[src/lkvc_pkg.sv]
// Shared types and constants for the LRU key-value cache.
// No dependencies; imported by the top level.
`default_nettype none

package lkvc_pkg;

    localparam int KEY_W = 32;
    localparam int VAL_W = 32;
    localparam int CAP_W = 5;

    localparam logic CMD_GET = 1'b0;
    localparam logic CMD_SET = 1'b1;

    localparam logic [CAP_W-1:0] CAP_RESET = 5'd16;

    typedef struct packed {
        logic                    cmd;
        logic signed [KEY_W-1:0] key;
        logic signed [VAL_W-1:0] value;
    } lkvc_req_t;

    typedef struct packed {
        logic                    hit;
        logic signed [VAL_W-1:0] read_value;
    } lkvc_rsp_t;

    typedef enum logic [2:0] {
        ST_IDLE,
        ST_SCAN,
        ST_SCAN_END,
        ST_DECIDE,
        ST_READV,
        ST_UPD,
        ST_UPD_END,
        ST_DONE
    } lkvc_state_t;

endpackage

`default_nettype wire

[src/lkvc_mem.sv]
// Simple dual-port synchronous RAM: one write port, one read port,
// registered read data. No package dependency.
`default_nettype none

module lkvc_mem #(
    parameter int WIDTH = 32,
    parameter int DEPTH = 16,
    localparam int AW = (DEPTH > 1) ? $clog2(DEPTH) : 1
) (
    input  logic             aclk,
    input  logic             wr_en,
    input  logic [AW-1:0]    wr_addr,
    input  logic [WIDTH-1:0] wr_data,
    input  logic [AW-1:0]    rd_addr,
    output logic [WIDTH-1:0] rd_data
);

    logic [WIDTH-1:0] store_mem [DEPTH];
    logic [WIDTH-1:0] rd_data_reg;

    always_ff @(posedge aclk) begin
        if (wr_en) begin
            store_mem[wr_addr] <= wr_data;
        end
    end

    always_ff @(posedge aclk) begin
        rd_data_reg <= store_mem[rd_addr];
    end

    assign rd_data = rd_data_reg;

endmodule

`default_nettype wire

[src/lru_key_value_cache_core.sv]
// Top level of the LRU key-value cache: control sequencer and datapath.
// Depends on lkvc_pkg (types, codes) and lkvc_mem (key, value and rank RAMs).
`default_nettype none

// Fully associative key-value cache with least-recently-used replacement.
// Each item on s_data is a get or a set with a key and a value; each one
// yields exactly one item on m_data: hit says the key was present, and
// read_value carries the stored value on a get hit (zero otherwise).
// Keys, values and recency ranks sit in three synchronous RAMs; only the
// per-entry valid bits and the entry count are flip-flops. Items are
// handled one at a time. A request scans every slot through the RAM read
// port (plus a closing state for the read latency), takes a decision
// state, and, when the recency order changes, sweeps the rank RAM a second
// time as a read-modify-write pass; a get hit also reads its value first.
// A finished result waits in the output register, so the next item is
// taken while the previous result is still pending. The capacity
// register (cfg_wr_en/cfg_wr_data) must be written only while idle; the
// block itself does not enforce it. Zero acts as one, and values above
// MAX_ENTRIES saturate.
module lru_key_value_cache_core #(
    parameter int MAX_ENTRIES = 16
) (
    input  logic                            aclk,
    input  logic                            aresetn,
    input  logic                            cfg_wr_en,
    input  logic [lkvc_pkg::CAP_W-1:0]      cfg_wr_data,
    input  logic                            s_valid,
    output logic                            s_ready,
    input  lkvc_pkg::lkvc_req_t             s_data,
    output logic                            m_valid,
    input  logic                            m_ready,
    output lkvc_pkg::lkvc_rsp_t             m_data
);

    import lkvc_pkg::*;

    localparam int IDX_W  = (MAX_ENTRIES > 1) ? $clog2(MAX_ENTRIES) : 1;
    localparam int RANK_W = IDX_W;
    localparam int CNT_W  = $clog2(MAX_ENTRIES + 1);
    localparam int CMP_W  = (CNT_W > CAP_W) ? CNT_W : CAP_W;
    localparam logic [IDX_W-1:0] LAST_IDX = IDX_W'(MAX_ENTRIES - 1);
    localparam logic [CMP_W-1:0] MAX_CMP  = CMP_W'(MAX_ENTRIES);
    localparam logic [CMP_W-1:0] ONE_CMP  = CMP_W'(1);

    // ---- state -----------------------------------------------------------
    lkvc_state_t state_reg, state_next;
    logic [CAP_W-1:0] cap_reg, cap_next;
    lkvc_req_t        req_reg, req_next;

    // pass address counter and read pipeline tracking
    logic [IDX_W-1:0] cnt_reg, cnt_next;
    logic             pend_reg, pend_next;
    logic [IDX_W-1:0] rd_idx_reg, rd_idx_next;

    // scan results: matching slot, eviction victim, first free slot
    logic              found_reg, found_next;
    logic [IDX_W-1:0]  found_slot_reg, found_slot_next;
    logic [RANK_W-1:0] found_rank_reg, found_rank_next;
    logic              any_reg, any_next;
    logic [IDX_W-1:0]  vict_slot_reg, vict_slot_next;
    logic [RANK_W-1:0] vict_rank_reg, vict_rank_next;
    logic              free_found_reg, free_found_next;
    logic [IDX_W-1:0]  free_slot_reg, free_slot_next;

    // promotion: target slot and rank limit for the update pass
    logic [IDX_W-1:0]  tgt_slot_reg, tgt_slot_next;
    logic              lim_all_reg, lim_all_next;
    logic [RANK_W-1:0] lim_rank_reg, lim_rank_next;

    logic [MAX_ENTRIES-1:0] valid_reg, valid_next;
    logic [CNT_W-1:0]       count_reg, count_next;

    // staged result and output register
    logic                    res_hit_reg, res_hit_next;
    logic signed [VAL_W-1:0] res_value_reg, res_value_next;
    logic                    m_valid_reg, m_valid_next;
    lkvc_rsp_t               m_data_reg, m_data_next;

    // ---- RAM ports -------------------------------------------------------
    logic              kv_we_key, kv_we_val;
    logic [IDX_W-1:0]  kv_wr_slot;
    logic [KEY_W-1:0]  key_rd;
    logic [VAL_W-1:0]  val_rd;
    logic              rank_we;
    logic [RANK_W-1:0] rank_wdata;
    logic [RANK_W-1:0] rank_rd;

    // ---- derived ---------------------------------------------------------
    logic [CMP_W-1:0] cap_ext, cap_eff;
    logic             store_full;
    logic             rd_valid;
    logic             key_match;

    always_comb begin
        cap_ext = CMP_W'(cap_reg);
        if (cap_ext == '0) begin
            cap_eff = ONE_CMP;
        end else if (cap_ext > MAX_CMP) begin
            cap_eff = MAX_CMP;
        end else begin
            cap_eff = cap_ext;
        end
        store_full = (CMP_W'(count_reg) >= cap_eff);
        rd_valid   = valid_reg[rd_idx_reg];
        key_match  = (key_rd == $unsigned(req_reg.key));
    end

    lkvc_mem #(.WIDTH(KEY_W), .DEPTH(MAX_ENTRIES)) u_key_mem (
        .aclk    (aclk),
        .wr_en   (kv_we_key),
        .wr_addr (kv_wr_slot),
        .wr_data ($unsigned(req_reg.key)),
        .rd_addr (cnt_reg),
        .rd_data (key_rd)
    );

    // value read address is the hit slot; used only for the get-hit read
    lkvc_mem #(.WIDTH(VAL_W), .DEPTH(MAX_ENTRIES)) u_val_mem (
        .aclk    (aclk),
        .wr_en   (kv_we_val),
        .wr_addr (kv_wr_slot),
        .wr_data ($unsigned(req_reg.value)),
        .rd_addr (found_slot_reg),
        .rd_data (val_rd)
    );

    // rank RAM: read ahead by one slot, written back behind the read
    lkvc_mem #(.WIDTH(RANK_W), .DEPTH(MAX_ENTRIES)) u_rank_mem (
        .aclk    (aclk),
        .wr_en   (rank_we),
        .wr_addr (rd_idx_reg),
        .wr_data (rank_wdata),
        .rd_addr (cnt_reg),
        .rd_data (rank_rd)
    );

    // ---- next state ------------------------------------------------------
    always_comb begin
        state_next = state_reg;
        case (state_reg)
            ST_IDLE: begin
                if (s_valid) begin
                    state_next = ST_SCAN;
                end
            end
            ST_SCAN: begin
                if (cnt_reg == LAST_IDX) begin
                    state_next = ST_SCAN_END;
                end
            end
            ST_SCAN_END: state_next = ST_DECIDE;
            ST_DECIDE: begin
                if (found_reg) begin
                    state_next = (req_reg.cmd == CMD_GET) ? ST_READV : ST_UPD;
                end else if (req_reg.cmd == CMD_GET) begin
                    state_next = ST_DONE;
                end else if (store_full) begin
                    state_next = any_reg ? ST_UPD : ST_DONE;
                end else begin
                    state_next = free_found_reg ? ST_UPD : ST_DONE;
                end
            end
            ST_READV: state_next = ST_UPD;
            ST_UPD: begin
                if (cnt_reg == LAST_IDX) begin
                    state_next = ST_UPD_END;
                end
            end
            ST_UPD_END: state_next = ST_DONE;
            ST_DONE: begin
                if (!m_valid_reg || m_ready) begin
                    state_next = ST_IDLE;
                end
            end
            default: state_next = ST_IDLE;
        endcase
    end

    // ---- outputs and datapath -------------------------------------------
    always_comb begin
        s_ready = (state_reg == ST_IDLE);

        cap_next        = cfg_wr_en ? cfg_wr_data : cap_reg;
        req_next        = req_reg;
        cnt_next        = '0;
        pend_next       = (state_reg == ST_SCAN) || (state_reg == ST_UPD);
        rd_idx_next     = cnt_reg;
        found_next      = found_reg;
        found_slot_next = found_slot_reg;
        found_rank_next = found_rank_reg;
        any_next        = any_reg;
        vict_slot_next  = vict_slot_reg;
        vict_rank_next  = vict_rank_reg;
        free_found_next = free_found_reg;
        free_slot_next  = free_slot_reg;
        tgt_slot_next   = tgt_slot_reg;
        lim_all_next    = lim_all_reg;
        lim_rank_next   = lim_rank_reg;
        valid_next      = valid_reg;
        count_next      = count_reg;
        res_hit_next    = res_hit_reg;
        res_value_next  = res_value_reg;
        m_valid_next    = m_valid_reg && !m_ready;
        m_data_next     = m_data_reg;

        kv_we_key  = 1'b0;
        kv_we_val  = 1'b0;
        kv_wr_slot = found_slot_reg;
        rank_we    = 1'b0;
        rank_wdata = '0;

        if ((state_reg == ST_SCAN) || (state_reg == ST_UPD)) begin
            cnt_next = cnt_reg + IDX_W'(1);
        end

        case (state_reg)
            ST_IDLE: begin
                if (s_valid) begin
                    req_next        = s_data;
                    found_next      = 1'b0;
                    any_next        = 1'b0;
                    free_found_next = 1'b0;
                end
            end
            ST_SCAN, ST_SCAN_END: begin
                if (pend_reg) begin
                    if (rd_valid && key_match && !found_reg) begin
                        found_next      = 1'b1;
                        found_slot_next = rd_idx_reg;
                        found_rank_next = rank_rd;
                    end
                    // least recent = highest rank among valid slots
                    if (rd_valid && (!any_reg || rank_rd > vict_rank_reg)) begin
                        any_next       = 1'b1;
                        vict_slot_next = rd_idx_reg;
                        vict_rank_next = rank_rd;
                    end
                    if (!rd_valid && !free_found_reg) begin
                        free_found_next = 1'b1;
                        free_slot_next  = rd_idx_reg;
                    end
                end
            end
            ST_DECIDE: begin
                res_hit_next   = found_reg;
                res_value_next = '0;
                if (found_reg) begin
                    tgt_slot_next = found_slot_reg;
                    lim_all_next  = 1'b0;
                    lim_rank_next = found_rank_reg;
                    if (req_reg.cmd == CMD_SET) begin
                        kv_we_val  = 1'b1;
                        kv_wr_slot = found_slot_reg;
                    end
                end else if (req_reg.cmd == CMD_SET) begin
                    if (store_full) begin
                        // evict: new pair reuses the victim slot
                        if (any_reg) begin
                            kv_we_key     = 1'b1;
                            kv_we_val     = 1'b1;
                            kv_wr_slot    = vict_slot_reg;
                            tgt_slot_next = vict_slot_reg;
                            lim_all_next  = 1'b1;
                        end
                    end else if (free_found_reg) begin
                        kv_we_key                 = 1'b1;
                        kv_we_val                 = 1'b1;
                        kv_wr_slot                = free_slot_reg;
                        tgt_slot_next             = free_slot_reg;
                        lim_all_next              = 1'b1;
                        valid_next[free_slot_reg] = 1'b1;
                        count_next                = count_reg + CNT_W'(1);
                    end
                end
            end
            ST_READV: begin
                res_value_next = $signed(val_rd);
            end
            ST_UPD, ST_UPD_END: begin
                if (pend_reg) begin
                    if (rd_idx_reg == tgt_slot_reg) begin
                        rank_we    = 1'b1;
                        rank_wdata = '0;
                    end else if (rd_valid && (lim_all_reg || rank_rd < lim_rank_reg)) begin
                        rank_we    = 1'b1;
                        rank_wdata = rank_rd + RANK_W'(1);
                    end
                end
            end
            ST_DONE: begin
                if (!m_valid_reg || m_ready) begin
                    m_valid_next           = 1'b1;
                    m_data_next.hit        = res_hit_reg;
                    m_data_next.read_value = res_value_reg;
                end
            end
            default: begin
            end
        endcase
    end

    // ---- registers -------------------------------------------------------
    always_ff @(posedge aclk) begin
        if (!aresetn) begin
            state_reg   <= ST_IDLE;
            cap_reg     <= CAP_RESET;
            pend_reg    <= 1'b0;
            valid_reg   <= '0;
            count_reg   <= '0;
            m_valid_reg <= 1'b0;
        end else begin
            state_reg   <= state_next;
            cap_reg     <= cap_next;
            pend_reg    <= pend_next;
            valid_reg   <= valid_next;
            count_reg   <= count_next;
            m_valid_reg <= m_valid_next;
        end
    end

    always_ff @(posedge aclk) begin
        req_reg        <= req_next;
        cnt_reg        <= cnt_next;
        rd_idx_reg     <= rd_idx_next;
        found_reg      <= found_next;
        found_slot_reg <= found_slot_next;
        found_rank_reg <= found_rank_next;
        any_reg        <= any_next;
        vict_slot_reg  <= vict_slot_next;
        vict_rank_reg  <= vict_rank_next;
        free_found_reg <= free_found_next;
        free_slot_reg  <= free_slot_next;
        tgt_slot_reg   <= tgt_slot_next;
        lim_all_reg    <= lim_all_next;
        lim_rank_reg   <= lim_rank_next;
        res_hit_reg    <= res_hit_next;
        res_value_reg  <= res_value_next;
        m_data_reg     <= m_data_next;
    end

    assign m_valid = m_valid_reg;
    assign m_data  = m_data_reg;

endmodule

`default_nettype wire

[config.mk]
export PLATFORM = sky130hd
export DESIGN_NAME = lru_key_value_cache_core
export DESIGN_NICKNAME = d
export VERILOG_FILES = /design/src/lkvc_pkg.sv /design/src/lkvc_mem.sv /design/src/lru_key_value_cache_core.sv
export SDC_FILE = /design/constraint.sdc
export NUM_CORES = 1
export LEC_CHECK = 0
export BUFFER_PORTS_ARGS = -buffer_cell sky130_fd_sc_hd__buf_2
export CAP_MARGIN = 5
export CORE_MARGIN = 2
export CORE_UTILIZATION = 35
export DETAILED_ROUTE_END_ITERATION = 10
export PLACE_DENSITY = 0.57
export SLEW_MARGIN = 20
export SYNTH_ARGS = -nofsm -noshare
export SYNTH_HDL_FRONTEND = slang
export SYNTH_HIERARCHICAL = 1
export SYNTH_SLANG_ARGS = --single-unit
[constraint.sdc]
create_clock -name aclk -period 15.7 [get_ports aclk]
set_input_delay 1.57 -clock aclk [delete_from_list [all_inputs] [get_ports aclk]]
set_output_delay 1.57 -clock aclk [all_outputs]
set_load 0.1 [all_outputs]
Yosys cells after proc, flatten, opt, wreduce, memory -nomap -nowiden. Memory sizes are Yosys's and may differ from the RTL's. A register that Yosys moved wholly into a read port is not among the register bits. Cells that the tools add are included. Widths: inputs -> output; s select.

Memories kept: 3. Flip-flop bits (word level): 202. Memory bits (writable): 1088.

Memories: u_key_mem.store_mem (words 16, bits a word 32, read ports 1, clocked after Yosys merged registers in 1, wr ports 1, RTL line lkvc_mem.sv:18) `logic [WIDTH-1:0] store_mem [DEPTH];`; u_val_mem.store_mem (words 16, bits a word 32, read ports 1, clocked after Yosys merged registers in 1, wr ports 1, RTL line lkvc_mem.sv:18); u_rank_mem.store_mem (words 16, bits a word 4, read ports 1, clocked after Yosys merged registers in 1, wr ports 1, RTL line lkvc_mem.sv:18).

Add/sub/neg operators: 3. Bitwise operators: 3. Eq/ne operators: 19. Reduce and logical (&&, ||, !) cells: 37. $lt $le $gt $ge: 7. Muxes and demuxes: 68.

Operators by type and width (number): $pmux 32 s2 (1); $mux 4 (15); $mux 1 (35); $eq 32x32->1 (1); $pmux 3 s8 (1); $reduce_and 4->1 (5); $ne 2x2->1 const B (8); $or 16x16->16 (1); $eq 3x3->1 const B (4); $mux 3 (4); $lt 4x5->1 const B (2); $mux 2 (5); $mux 5 (2); $reduce_and 3->1 (3); $add 4x1->4 const B (2); $logic_and 1x1->1 (7); $eq 3x2->1 const B (2); $logic_not 1->1 (6); $pmux 1 s2 (3); $reduce_and 2->1 (3); $reduce_bool 2->1 (3); $add 5x1->5 const B (1); $ge 5x5->1 (1); $gt 5x5->1 const B (1); other kinds (16) (21).

Depth between registers and ports, before layout. Gate-level depths: netlist of the first run.

Depth in word-level cells: 10. Depth in mapped cells: 13.

By module. Netlist of the first run, hierarchy kept.

By module, submodules not included: lkvc_mem (u_key_mem) (cells an instance 838, area an instance 19854.0 um^2, times used 1, seq. area each 16015.4 um^2); lkvc_mem (u_val_mem) (cells an instance 838, area an instance 19835.3 um^2, times used 1, seq. area each 16015.4 um^2); lru_key_value_cache_core (cells an instance 532, area an instance 7813.7 um^2, times used 1, seq. area each 5675.4 um^2); lkvc_mem (u_rank_mem) (cells an instance 130, area an instance 2666.3 um^2, times used 1, seq. area each 2001.9 um^2).

Least setup slack after synthesis of the first run. Ideal clock, no wire load.

Kind: register -> register. Start point: register state_reg[2]. End point: register any_reg (enable). Path buffers: 1. Setup time: 0.309 ns. Arrival time: 4.807 ns. Path slack: 10.583 ns. Stages on the path, launching flop included: 6. Cell sequence: dfxtp_1 clkbuf_1 nor3_1 and2_1 a21oi_1 a21oi_1.

RTL lines: from (decl) (RTL line lru_key_value_cache_core.sv:46) `lkvc_state_t state_reg, state_next;`; from (signal assigned) (RTL line lru_key_value_cache_core.sv:312) `state_reg <= state_next;`; $logic_not 3->1 *; net s_ready (RTL line lru_key_value_cache_core.sv:28) `output logic s_ready,`; $ne 2x2->1 (no line) / $reduce_bool 2->1 (equally long branches); $reduce_and 4->1 (no line) *; to (signal assigned) (RTL line lru_key_value_cache_core.sv:328) `any_reg <= any_next;`; to (decl) (RTL line lru_key_value_cache_core.sv:59) `logic any_reg, any_next;`.

Mark *: on every way through the listed nets, which the timed path passes. The rest lies on a longest branch. A chain may end at the register's enable or synchronous reset.

Worst setup path after layout of the first run.
Start point: register cap_reg[1] (netlist: cap_ext[1]). End point: memory u_val_mem.store_mem[11][28] (enable).

RTL lines: from (decl) (RTL line lru_key_value_cache_core.sv:47) `logic [CAP_W-1:0] cap_reg, cap_next;`; from (signal assigned) (RTL line lru_key_value_cache_core.sv:313) `cap_reg <= cap_next;`; $gt 5x5->1 (RTL line lru_key_value_cache_core.sv:98) `end else if (cap_ext > MAX_CMP) begin`; $mux 5 (RTL line lru_key_value_cache_core.sv:98); $mux 5 * (RTL line lru_key_value_cache_core.sv:96) `if (cap_ext == '0) begin`; $ge 5x5->1 * (RTL line lru_key_value_cache_core.sv:103) `store_full = (CMP_W'(count_reg) >= cap_eff);`; $mux 4 * (RTL line lru_key_value_cache_core.sv:256) `if (store_full) begin`; $mux 4 * (RTL line lru_key_value_cache_core.sv:255) `end else if (req_reg.cmd == CMD_SET) begin`; $mux 4 * (RTL line lru_key_value_cache_core.sv:247) `if (found_reg) begin`; $mux 4 * (RTL line lru_key_value_cache_core.sv:216) `case (state_reg)`; net kv_wr_slot[1] (RTL line lru_key_value_cache_core.sv:81) `logic [IDX_W-1:0] kv_wr_slot;`; to (decl) (RTL line lkvc_mem.sv:18).

Marked as above.

==> run_results.csv, run 1 <==
group,metric,value,unit
outcome,outcome,"complete, no violations",
timing,finalHoldViolCount,0,
timing,grt_setup_unrepaired,"no",
place,dp_cells,4279,
power_and_ir_drop,power_density,128,nW/µm²
place,port_buffers,109,
floorplan,io_pins,110,
synth,yosys-top-cells-area,"edfxtp_1 (75%), mux4_2 (12%), dfxtp_1 (4.3%)",
synth,synth_cell_types,53,
global_routing,overflow,0,
clock_network,root_buffer,"clkbuf_16",
global_routing,grt_max_degree,130,
synth,syn_avg_cell_area,21.5,µm²
place,globalplace.congestion,0.744,
clock_network,cts_sinks,1358,
critical_path,worstReg2RegStart,"cap_ext[1]$_SDFFE_PN0P_",
route,routedWlPerCell,23.5,µm
floorplan,die_w,383,µm
place,post_dp_cell_area,53300,µm²
place,dp_hpwl,60.7,mm
timing,setup_slack,10.62,ns
timing,fin_setup_tns,0,ns
finish,area_delta_synth_final,15.6,%
worst_hold_path,min-delay-path-class,"flip-flop to flip-flop",
floorplan,initial_core_util,35.3,%
floorplan,placementRows,138,
finish,finalNonFillerCells,4543,
synth,ys_async_sr_fraction,0,%
route,wirelength,107,mm
synth,ys_seq_area_share,79.1,%
worst_hold_path,min_to,"m_data[4]$_DFFE_PP_",
floorplan,core,142000,µm²
critical_path,worstSetupPathType,"flip-flop to flip-flop",
synth,syn_inst,2338,
critical_path,reg2reg_to,"u_val_mem/store_mem[11][28]$_DFFE_PP_",
clock_network,postCtsHoldBufs,0,
finish,multiInputGateArea,10100,µm²
finish,final_layout_size_suffix_gt1_share,26.0,%
finish,nFillCells,12400,
synth,synth_fp_nets,2428,
synth,synth-edff-count,1251,
global_routing,antenna_found_initial,7,
synth,yosys_warnings,6,
clock_network,cts_tree,"yes",
timing,max_freq,197,MHz
clock_network,clockBufferDepth,3,
route,antenna_left,0,
critical_path,rr_worst_depth,13,
finish,antenna_cells,0,
power_and_ir_drop,power.total,7.42,mW
floorplan,die_h,383,µm
critical_path,cp-start-kind,"flip-flop",
synth,ys_ff_latch,1358,
clock_network,post-cts-setup-buffers,0,
clock_network,insertion_delay,0.77,ns
clock_network,cts_buffers,142,
timing,finalMaxSlewViolations,0,
worst_hold_path,worstHoldStart,"res_value_reg[4]$_SDFFCE_PN0P_",
critical_path,arrival,5.52,ns
timing,slew_headroom,27.5,%
global_routing,grtUsageTotal,14.7,%
timing,post-route-min-period,5.08,ns
critical_path,reg2reg_slack,10.62,ns
route,vias_per_cell,5.11,
global_routing,grt_pass1_vias,24500,
critical_path,end_kind,"flip-flop",
finish,final_core_util,40.9,%
power_and_ir_drop,peakVddDrop,0.000110,V
worst_hold_path,hold_depth,0,
timing,post-route-period-util,32.4,%
critical_path,required,16.14,ns
synth,syn-cell-area,50200,µm²
timing,tightest_slew,1.09,ns
timing,setup_violations,0,
synth,yosys.area.top_type_share,74.9,%
finish,finalInstanceArea,58000,µm²
route,via_count,23200,
route,drtIter0Drc,2089,
global_routing,grt_first_pass_wirelength,159,mm
finish,nets,2625,
clock_network,cts_max_level,4,
critical_path,cp_max_fo,21,
place,dp_slack,10.20,ns
clock_network,cts_resized,0,
timing,fin_skew,0.0301,ns
finish,ff_latch_area,39700,µm²
timing,whs,0.418,ns
job,cap_violations,0,
floorplan,die_area,146000,µm²
power_and_ir_drop,leakage,18.2,nW
synth,synth_top_area_cell,"edfxtp_1",
route,drc,0,
synth,synthFlopType,"edfxtp_1",
route,dr.pass1.iters,5,
clock_network,clk_pin_slew,0.06,ns
## critical path: stages (launching register included)
cell and delay, ns:
dfxtp_1 0.35, nor3_1 0.07, nor2_1 0.11, nor2_1 0.06, ha_1 0.28, nand2b_1 0.11
a31oi_1 0.09, o21ai_1 0.72, or2_1 0.68, o22ai_1 0.18, nor2_2 0.61, nand2_1 0.44
nor2_4 0.63, buf_4 0.41
## metal layers
layer / track usage (%) / vias up / part of all wire [%]
met4: 4.69 / 0 / 2.5
met1: 19.7 / 12300 / 43
met2: 23.6 / 682 / 48
li1: - / 10000 / -
met5: 0 / - / 0
met3: 3.40 / 182 / 6.5
## cell usage in the layout (no fill, tap or decap), types with 34 or more instances in the layout
cell,instances
a22oi_1,133
and2_1,34
buf_2,109
buf_4,43
clkbuf_1,35
clkbuf_16,143
dfxtp_1,105
edfxtp_1,1251
mux4_2,263
nand2_1,104
nor2_1,39
## kinds of logic (layout without fill, tap and decap cells)
group	Yosys count	count (layout)	share of synthesized area, %
buffers and inverters	128	443	1.24
muxes	287	287	12.7
adders and majority gates	15	15	0.374
xor gates and xnor gates	45	45	0.786
DFF	1358	1358	79.1
and+or+nand+nor	318	318	3.05
AOI/OAI and AO/OA	187	187	2.66
## worst max-delay path by stage
stage,start,endpoint,slack (ns),cells past startpoint
after global placement,cap_ext[1]$_SDFFE_PN0P_,u_key_mem/store_mem[3][29]$_DFFE_PP_,10.28,12
after detailed placement,cap_ext[3]$_SDFFE_PN0P_,u_val_mem/store_mem[11][19]$_DFFE_PP_,10.20,13
after CTS,cap_ext[3]$_SDFFE_PN0P_,u_val_mem/store_mem[11][26]$_DFFE_PP_,10.17,13
after global routing,cap_ext[1]$_SDFFE_PN0P_,u_val_mem/store_mem[11][24]$_DFFE_PP_,10.28,13
final,cap_ext[1]$_SDFFE_PN0P_,u_val_mem/store_mem[11][28]$_DFFE_PP_,10.62,13
after floorplan,state_reg[2]$_SDFFE_PN0P_,any_reg$_DFFE_PP_,10.58,5
## cell usage after synthesis, types with 15 or more instances
cell / number
dfxtp_1: 107
edfxtp_1: 1251
buf_1: 19
xnor2_1: 27
buf_4: 21
a22oi_1: 133
nand3_1: 28
nor2_1: 71
ha_1: 15
nor3_1: 20
and2_1: 35
xor2_1: 18
mux4_2: 263
inv_1: 17
o21ai_0: 16
nand2_1: 104
clkbuf_1: 52
## cell type report
class | instances | share of cell area (%)
Clock buffer | 190 | 6.68
Clock inverter | 72 | 1.26
Inverter | 17 | 0.110
Multi-Input combinational cell | 852 | 17.5
Sequential cell | 1358 | 68.5
Tap cell | 1890 | 4.08
Timing Repair Buffer | 164 | 1.95
## where the power goes
part           internal (mW)  total [mW]  leakage, nW  switching (mW)
sequential              3.96        4.02         12.2          0.0528
clock                   1.87        3.26         2.25            1.39
combinational         0.0703       0.146         3.79          0.0753
Power figures use the tool's default switching activity.
==> run 2, diff against run 1 <==
- ABC_AREA: unset -> 1
- clock period: 15.7 -> 5.3 ns (I/O delays scaled with it)
==> run_results.csv, run 2 <==
group,metric,value,unit
global_routing,grt_max_degree,189,
timing,fin_setup_tns,0,ns
clock_network,root_buffer,"clkbuf_16",
floorplan,core,161000,µm²
synth,ys_ff_latch,1358,
critical_path,cp_max_fo,15,
synth,syn_inst,5268,
finish,antenna_cells,0,
clock_network,cts_sinks,1358,
timing,fin_skew,0.0469,ns
synth,yosysMostFrequentCell,"nand2_1",
synth,synthFlopType,"edfxtp_1",
critical_path,required,5.77,ns
clock_network,cts_buffers,149,
route,routedWlPerCell,18.7,µm
timing,grt_setup_unrepaired,"no",
clock_network,cts_tree,"yes",
critical_path,end_kind,"flip-flop",
timing,finalMaxSlewViolations,0,
critical_path,arrival,4.86,ns
floorplan,placementRows,147,
route,dr.pass1.iters,5,
finish,ff_latch_area,39700,µm²
timing,setup_violations,0,
route,drtIter0Drc,3334,
clock_network,insertion_delay,0.80,ns
timing,tightest_slew,1.12,ns
place,dp_hpwl,84.7,mm
finish,final_cell_mix,"nand2_1 (1534), edfxtp_1 (1251), inv_1 (953)",
power_and_ir_drop,leakage,26.8,nW
critical_path,cp-start-kind,"flip-flop",
synth,ys_async_sr_fraction,0,%
place,port_buffers,109,
finish,area_delta_synth_final,14.9,%
route,via_count,36500,
floorplan,initial_core_util,35.3,%
floorplan,die_h,407,µm
place,dp_slack,0.913,ns
route,vias_per_cell,4.71,
synth,syn-cell-area,56800,µm²
floorplan,die_w,407,µm
timing,setup_slack,0.911,ns
global_routing,grt_pass1_vias,35100,
finish,nFillCells,15400,
timing,max_freq,228,MHz
place,globalplace.congestion,0.852,
job,cap_violations,0,
finish,final_layout_size_suffix_gt1_share,8.81,%
synth,synth_cell_types,42,
synth,yosys-top-cells-area,"edfxtp_1 (66%), nand2_1 (10%), nand3_1 (7.5%)",
finish,multiInputGateArea,12100,µm²
synth,ys_top_cells_by_count,"nand2_1 (1536), edfxtp_1 (1251), inv_1 (957), nand3_1 (847), nor2_1 (146)",
critical_path,worstSetupPathType,"flip-flop to flip-flop",
route,wirelength,145,mm
clock_network,postCtsHoldBufs,64,
power_and_ir_drop,power_density,366,nW/µm²
finish,final_common_cell,"nand2_1",
global_routing,antenna_found_initial,3,
route,drc,0,
global_routing,grt_first_pass_wirelength,219,mm
synth,synth_top_area_cell,"edfxtp_1",
floorplan,io_pins,110,
clock_network,clk_pin_slew,0.06,ns
synth,synth_fp_nets,5358,
timing,post-route-min-period,4.39,ns
floorplan,die_area,165000,µm²
global_routing,overflow,0,
power_and_ir_drop,peakVddDrop,0.000282,V
synth,ys_seq_area_share,69.9,%
clock_network,clockBufferDepth,3,
global_routing,grtUsageTotal,17.5,%
outcome,outcome,"complete, no violations",
finish,nets,5548,
timing,slew_headroom,25.2,%
route,antenna_left,0,
worst_hold_path,min-delay-path-class,"input pin to flip-flop",
timing,finalHoldViolCount,0,
synth,synth-edff-count,1251,
clock_network,cts_max_level,4,
synth,yosys_warnings,6,
clock_network,cts_resized,0,
synth,syn_avg_cell_area,10.8,µm²
synth,yosys.area.top_type_share,66.2,%
clock_network,post-cts-setup-buffers,0,
timing,post-route-period-util,82.8,%
[run 2: cell types whose count changed after synthesis, sizes merged, moves of 34 or more]
cell / delta
a22oi: -133
and2: -34
buf: +140
inv: +949
mux4: -277
nand2: +1434
nand3: +819
nor2: +77
[run 2: cells by family after synthesis]
| kind of cell | share of synthesized area, % |
|---|---|
| buffers and inverters | 9.21 |
| AOI/OAI and AO/OA | 0.862 |
| and+or+nand+nor | 19.3 |
| adders and majority gates | 0.331 |
| xor gates and xnor gates | 0.324 |
| DFF | 69.9 |
[run 2: area by class of cell]
cell class / instances / area share [%]
Sequential cell: 1358 / 60.9
Multi-Input combinational cell: 2710 / 18.5
Clock buffer: 213 / 6.36
Inverter: 967 / 5.61
Tap cell: 2160 / 4.14
Timing Repair Buffer: 272 / 3.32
Clock inverter: 63 / 1.14
[run 2: final timing paths]
kind,startpoint,end,slack (ns),cells past startpoint
hold reg to reg,res_hit_reg$_DFFE_PP_,m_data[32]$_DFFE_PP_,0.42,0
hold / removal,cfg_wr_data[1],cap_ext[1]$_SDFFE_PN0P_,0.06,3
setup / recovery,cap_ext[0]$_SDFFE_PN0P_,u_val_mem/store_mem[5][23]$_DFFE_PP_,0.91,14
setup reg to reg,cap_ext[0]$_SDFFE_PN0P_,u_val_mem/store_mem[5][23]$_DFFE_PP_,0.91,14
[run 2: report_power, final]
group / switching [mW] / internal [mW] / total, mW / leakage [nW]
clock network: 4.36 / 5.89 / 10.2 / 2.37
logic: 1.05 / 0.423 / 1.47 / 12.3
registers: 0.255 / 11.9 / 12.2 / 12.1
[run 2: through the flow]
stage	hold slack [ns]	util [%]	total power, mW	cells	cell area [µm²]
5_1_grt	0.0472	40.6	24.7	7743	65200
6_report	0.0554	40.6	23.9	7743	65200
3_3_place_gp	0.402	37.1	13.8	7403	59700
2_1_floorplan	0.400	-	13.3	5268	56800
3_5_place_dp	0.405	37.1	13.8	7403	59700
4_1_cts	0.0298	40.6	24.1	7743	65200
[run 2: layer usage]
layer	routed length, µm	vias up	GRT usage, %
met5	0	-	0
met4	3600	0	5.39
met3	8270	215	2.84
met2	67600	1097	27.9
met1	65600	17700	24.6
li1	-	17500	-
[run 2: critical path, cell delays in order (launching register included)]
cell	delay [ns]
dfxtp_1	0.35
nor2_1	0.06
a21oi_1	0.14
nor2_1	0.06
ha_1	0.28
inv_1	0.05
nand2_1	0.05
nand2_1	0.08
nand3_1	0.28
inv_1	0.24
nand2_4	0.15
o211ai_1	0.75
nand3b_1	0.54
nor2_4	0.74
buf_4	0.32
